==> src/rtl/core/lagac_pkg.sv <==
// ----------------------------------------------------------------------------
// lagac_pkg: shared types and constants of the lag-one autocorrelation block
// Widths of the burst record, queue depth and the arctangent table.
// ----------------------------------------------------------------------------
package lagac_pkg;

  localparam int MaxShots    = 16;
  localparam int ShotW       = 7;
  localparam int AccW        = 40;
  localparam int CordicSteps = 28;
  localparam int QueueDepth  = 2;

  // one finished burst, handed from the front to the back
  typedef struct packed {
    logic signed [AccW-1:0] acc_re;
    logic signed [AccW-1:0] acc_im;
    logic [AccW-1:0]        energy_head;
    logic [AccW-1:0]        energy_tail;
  } burst_t;

  // arctangent of 2^-idx, pi = 2^31
  function automatic logic [31:0] atan_entry(input logic [4:0] idx);
    logic [31:0] v;
    case (idx)
      5'd0:  v = 32'h20000000;
      5'd1:  v = 32'h12E4051E;
      5'd2:  v = 32'h09FB385B;
      5'd3:  v = 32'h051111D4;
      5'd4:  v = 32'h028B0D43;
      5'd5:  v = 32'h0145D7E1;
      5'd6:  v = 32'h00A2F61E;
      5'd7:  v = 32'h00517C55;
      5'd8:  v = 32'h0028BE53;
      5'd9:  v = 32'h00145F2F;
      5'd10: v = 32'h000A2F98;
      5'd11: v = 32'h000517CC;
      5'd12: v = 32'h00028BE6;
      5'd13: v = 32'h000145F3;
      5'd14: v = 32'h0000A2FA;
      5'd15: v = 32'h0000517D;
      5'd16: v = 32'h000028BE;
      5'd17: v = 32'h0000145F;
      5'd18: v = 32'h00000A30;
      5'd19: v = 32'h00000518;
      5'd20: v = 32'h0000028C;
      5'd21: v = 32'h00000146;
      5'd22: v = 32'h000000A3;
      5'd23: v = 32'h00000051;
      5'd24: v = 32'h00000029;
      5'd25: v = 32'h00000014;
      5'd26: v = 32'h0000000A;
      5'd27: v = 32'h00000005;
      default: v = 32'h00000000;
    endcase
    return v;
  endfunction

endpackage

==> src/rtl/core/lagac_queue.sv <==
// ----------------------------------------------------------------------------
// lagac_queue: short queue of burst records
// Lets the sample front and the arithmetic back stall independently.
// ----------------------------------------------------------------------------
module lagac_queue (
  input  logic              clk,
  input  logic              rst,
  input  logic              push,
  input  lagac_pkg::burst_t wdata,
  output logic              full,
  input  logic              pop,
  output logic              rvalid,
  output lagac_pkg::burst_t rdata
);

  localparam int PtrW = $clog2(lagac_pkg::QueueDepth);

  lagac_pkg::burst_t mem [lagac_pkg::QueueDepth];
  logic [PtrW-1:0] wr_ptr;
  logic [PtrW-1:0] rd_ptr;
  logic [PtrW:0]   count;

  assign full   = count == (PtrW+1)'(lagac_pkg::QueueDepth);
  assign rvalid = count != '0;
  assign rdata  = mem[rd_ptr];

  // store records
  always_ff @(posedge clk) begin
    if (push) begin
      mem[wr_ptr] <= wdata;
    end
  end

  // advance pointers and count
  always_ff @(posedge clk) begin
    if (rst) begin
      wr_ptr <= '0;
      rd_ptr <= '0;
      count  <= '0;
    end else begin
      if (push) begin
        wr_ptr <= (wr_ptr == PtrW'(lagac_pkg::QueueDepth - 1)) ? '0 : wr_ptr + 1'b1;
      end
      if (pop) begin
        rd_ptr <= (rd_ptr == PtrW'(lagac_pkg::QueueDepth - 1)) ? '0 : rd_ptr + 1'b1;
      end
      count <= count + (PtrW+1)'(push) - (PtrW+1)'(pop);
    end
  end

endmodule

==> config.mk <==
export PLATFORM = sky130hd
export DESIGN_NAME = lagac_queue
export DESIGN_NICKNAME = d
export VERILOG_FILES = /design/src/rtl/core/lagac_pkg.sv /design/src/rtl/core/lagac_queue.sv
export SDC_FILE = /design/constraint.sdc
export NUM_CORES = 1
export LEC_CHECK = 0
export CAP_MARGIN = 40
export CORE_MARGIN = 2
export CORE_UTILIZATION = 50
export CTS_CLUSTER_DIAMETER = 80
export DETAILED_ROUTE_END_ITERATION = 6
export DONT_BUFFER_PORTS = 1
export PLACE_DENSITY = 0.68
export REMOVE_ABC_BUFFERS = 1
export SYNTH_ARGS = -nofsm -noshare
export SYNTH_HDL_FRONTEND = slang
export SYNTH_SLANG_ARGS = --single-unit
==> constraint.sdc <==
create_clock -name clk -period 12.37 [get_ports clk]
set_clock_uncertainty 0.15 [all_clocks]
set_input_delay 2.474 -clock clk [delete_from_list [all_inputs] [get_ports clk]]
set_output_delay 2.474 -clock clk [all_outputs]
set_load 0.01 [all_outputs]
---- After elaboration in Yosys (flattened, before gate mapping) ----
Memories as Yosys holds them, arrays and structs flattened. A register that Yosys moved wholly into a read port is not among the register bits.
Index checks and enable logic that the tools add are counted.
Widths: inputs -> output; s select.
storage, ports and cells
  memories ................................ 1
  flip-flop bits (word level) ............. 4
  output and inout bits ................... 162
  bits in writable memories ............... 320
  input port bits ......................... 164
cells by class
  reductions and logical operators ........ 1
  add/subtract/negate cells ............... 4
  multiplexer cells ....................... 6
  equality and inequality tests ........... 1
memories
  name  words  width  rd ports  clocked after Yosys merged registers in  write ports  RTL line           text
  mem   2      160    1         1                                        1            lagac_queue.sv:18  lagac_pkg::burst_t mem [lagac_pkg::QueueDepth];
operators with widths
  kind                 count
  $mux 1               6
  $add 1x1->1 const B  2
  $add 2x1->2          1
  $eq 2x2->1 const B   1
  $reduce_bool 2->1    1
  $sub 2x1->2          1

---- Longest topological paths before layout ----
  word-level depth ........................ 4
  depth in mapped cells ................... 6

---- Worst setup path after synthesis ----
No wires, ideal clock.
  path kind ............................... in2reg
  start point ............................. in push
  end point ............................... mem mem[0][0] (netlist bit) (enable)
  data arrival time ....................... 9.389 ns
  setup slack ............................. 2.130 ns
  required time ........................... 11.519 ns
  library setup time ...................... 0.701 ns
  buffers on the path ..................... 0
  stages .................................. 1
  cell sequence ........................... nor2b_1
on the way
  longest elaborated chain between the ends .. 2
ends and longest elaborated chain
  what                          RTL line           text
  start: declaration            lagac_queue.sv:8   input logic push,
  $mux 1                        lagac_queue.sv:29  if (push) begin
  $mux 1 (implied by the code)  lagac_queue.sv:30  mem[wr_ptr] <= wdata;
  end: declaration              lagac_queue.sv:18
No other way between the ends.

==> impl_results.md <==
* Crit path arrival time at 2480 ps
* Final hold slack at 397 ps
* Worst hold start: rd_ptr
* Synth Area per Inst at 23.4 um2
* Antenna viol nets, final at 0
* Worst skew pair latency at 540 ps
* Hold WC Path Type: flip-flop to flip-flop
* CTS Root Cell: clkbuf_16
* Die height at 160 um
* Max Fclk at 196 MHz
* Most frequent cells in the layout: 320 x edfxtp_1, 100 x mux2_4, 60 x mux2_2
* CTS max path bufs at 3
* DP Wirelength at 14200 um
* Crit-path cells: buf_4 > buf_16 > mux2_2
* Post-CTS Setup Bufs at 0
* GRT Resource Usage Total at 15.9%
* Register area share after synthesis at 79.8%
* Area Overhead vs Synth at 11.8%
* FP Rows at 57
* Reg2reg start: wr_ptr
* Routed WL at 20900 um
* Core area at 24100 um2
* Worst VDD drop at 141 uV
* Share of layout cells above drive strength 1 at 38.9%
* Post-layout min period at 5100 ps
* Fin nets at 710
* CP Max Fanout at 51
* Unique masters post-synth at 14
* Crit-path max cell delay at 790 ps
* Critical path's top delay family: flip-flops
* Status: complete, no violations
* Effective utilization at floorplan at 50.5%
* Commonest non-fill, non-tap cell in the layout: edfxtp_1
* Crit path kind: flip-flop to primary output
* Yosys warnings at 0
* Non-Filler Instances at 892
* R2r endpoint: mem[1][27]
* Worst R2R Setup Slack at 10260 ps
* CTS H-tree lvls at 1
* Master of the slowest instance on the critical path: dfxtp_4
* Slew Limit Fails at 0
* DRC at 0
* Largest net degree at the start of global routing at 67
* Final setup fails at 0
* Synth Instances at 519
* Worst slack at placement at 7770 ps
* Leakage at 4.66 nW
* Clock sink count at 325
* Design Area, Final at 13600 um2
* Number of global-route vias before repair at 5173
* Critical path data required time at 9750 ps
* First-pass GRT wire length at 31300 um
* Critical Path Sink Type: primary output
* Initial antenna violation count at 0
* Switching pwr at 0.504 mW
* Bufs and invs on worst path at 2
* Sum Neg Setup Slack at 0 ps
* Area after DPL at 12600 um2
* Number of synthesized register bits at 325
* Sequential fraction of design power at 53.9%
* Placed Cells at 836
* I/O pin total at 326
* Resized cells post-CTS at 0
* Worst-Margin Slew at 888 ps
* Part of the power in the clock network at 37.4%
* Worst Setup Start Kind: flip-flop
* Total grt overflow at 0
* MaxCap Viol Count at 0
* DR iter-0 viols at 250
* Routed length per instance at 23.4 um
* Total number of vias at 4758
* Total CTS buffers at 30
* Logic pwr share at 8.7%
* Die area at 25600 um2
* Syn Std Cell Area at 12200 um2
* Hold endpoint: rd_ptr
* Antenna Cells at 0
* Pre-Repair DR Iteration Count at 4
* Average via count per standard cell at 5.33
* Sw Share at 20.8%
* Placer Congestion at 0.748
* Period utilisation layout at 41.3%
* Slew Limit Headroom at 40.8%
* Final core occ at 56.4%
* Final-report hold violation count at 0
* R2R cell count at 2
* Post-CTS Hold Fix Bufs at 0
* Power Total at 2.43 mW
* Setup ws final at 7270 ps
* Internal Power at 1.92 mW
* Hold path cells at 2
* Clock-pin transition on the worst setup and hold timing paths at 60 ps
* CTS tree: yes
* Chip width at 160 um
* RSZ-0062 raised after global routing: no
* IO buf count at 0
* Power Dens Cells at 179 nW/um2
[logic make-up after synthesis]
logic type	after synthesis	share of synthesized area [%]
buffers and inverters	20	1.42
DFF	325	79.8
and+or+nand+nor	9	0.380
muxes	160	17.9
xor gates and xnor gates	3	0.329
adders and majority gates	2	0.206
[worst max path at each step]
stage / startpoint / endpoint / slack, ps / cells after the start
global placement: flip-flop / rdata[47] / 7540 / 2
global route: flip-flop / rdata[47] / 7120 / 3
detailed placement: flip-flop / rdata[154] / 7770 / 3
finish: flip-flop / rdata[47] / 7270 / 3
floorplan: push / mem[0][0] / 2130 / 1
CTS: flip-flop / rdata[47] / 7190 / 3
[power groups by stage]
| stage | logic, mW | registers, mW | clock network, mW |
|---|---|---|---|
| floorplan | 0.182 | 1.35 | 0 |
| global placement | 0.204 | 1.33 | 0 |
| detailed placement | 0.215 | 1.33 | 0 |
| CTS | 0.216 | 1.31 | 0.933 |
| global route | 0.224 | 1.32 | 0.976 |
| finish | 0.211 | 1.31 | 0.907 |
[sequential cells by signal, indices dropped and copies added (netlist names), named ones only]
register	cells
count	2
mem	320
rd_ptr	1
wr_ptr	1
[layout make-up]
class | instances | area [um2]
Clock buffer | 37 | 798
Tap cell | 324 | 405
Inverter | 2 | 7.51
Timing Repair Buffer | 11 | 183
Sequential cell | 325 | 9710
Clock inverter | 19 | 195
Multi-Input combinational cell | 174 | 2300
Fill cell | 1811 | 10500
[cell usage after synthesis, drive strengths merged]
master  number  area [um2]
mux2       160        2180
buf         18         165
dfxtp        5         100
and2         1        6.26
nor2         4        15.0
inv          2        7.51
or2          1        6.26
xnor3        1        22.5
nor2b        3        18.8
xnor2        2        17.5
ha           2        25.0
edfxtp     320        9610
[per-layer routing]
layer | global-route usage [%] | wire length, um | vias up
met5 | 0 | 0 | -
met4 | 4.83 | 490 | 0
met3 | 9.01 | 2920 | 32
met2 | 27.7 | 10500 | 250
met1 | 16.3 | 6960 | 2359
li1 | - | - | 2117
[worst reg2reg max path: stages, from the launching register on]
cell and delay [ps]:
dfxtp_1 410, and2_4 380, buf_4 750
(Power assumes the default switching activity.)
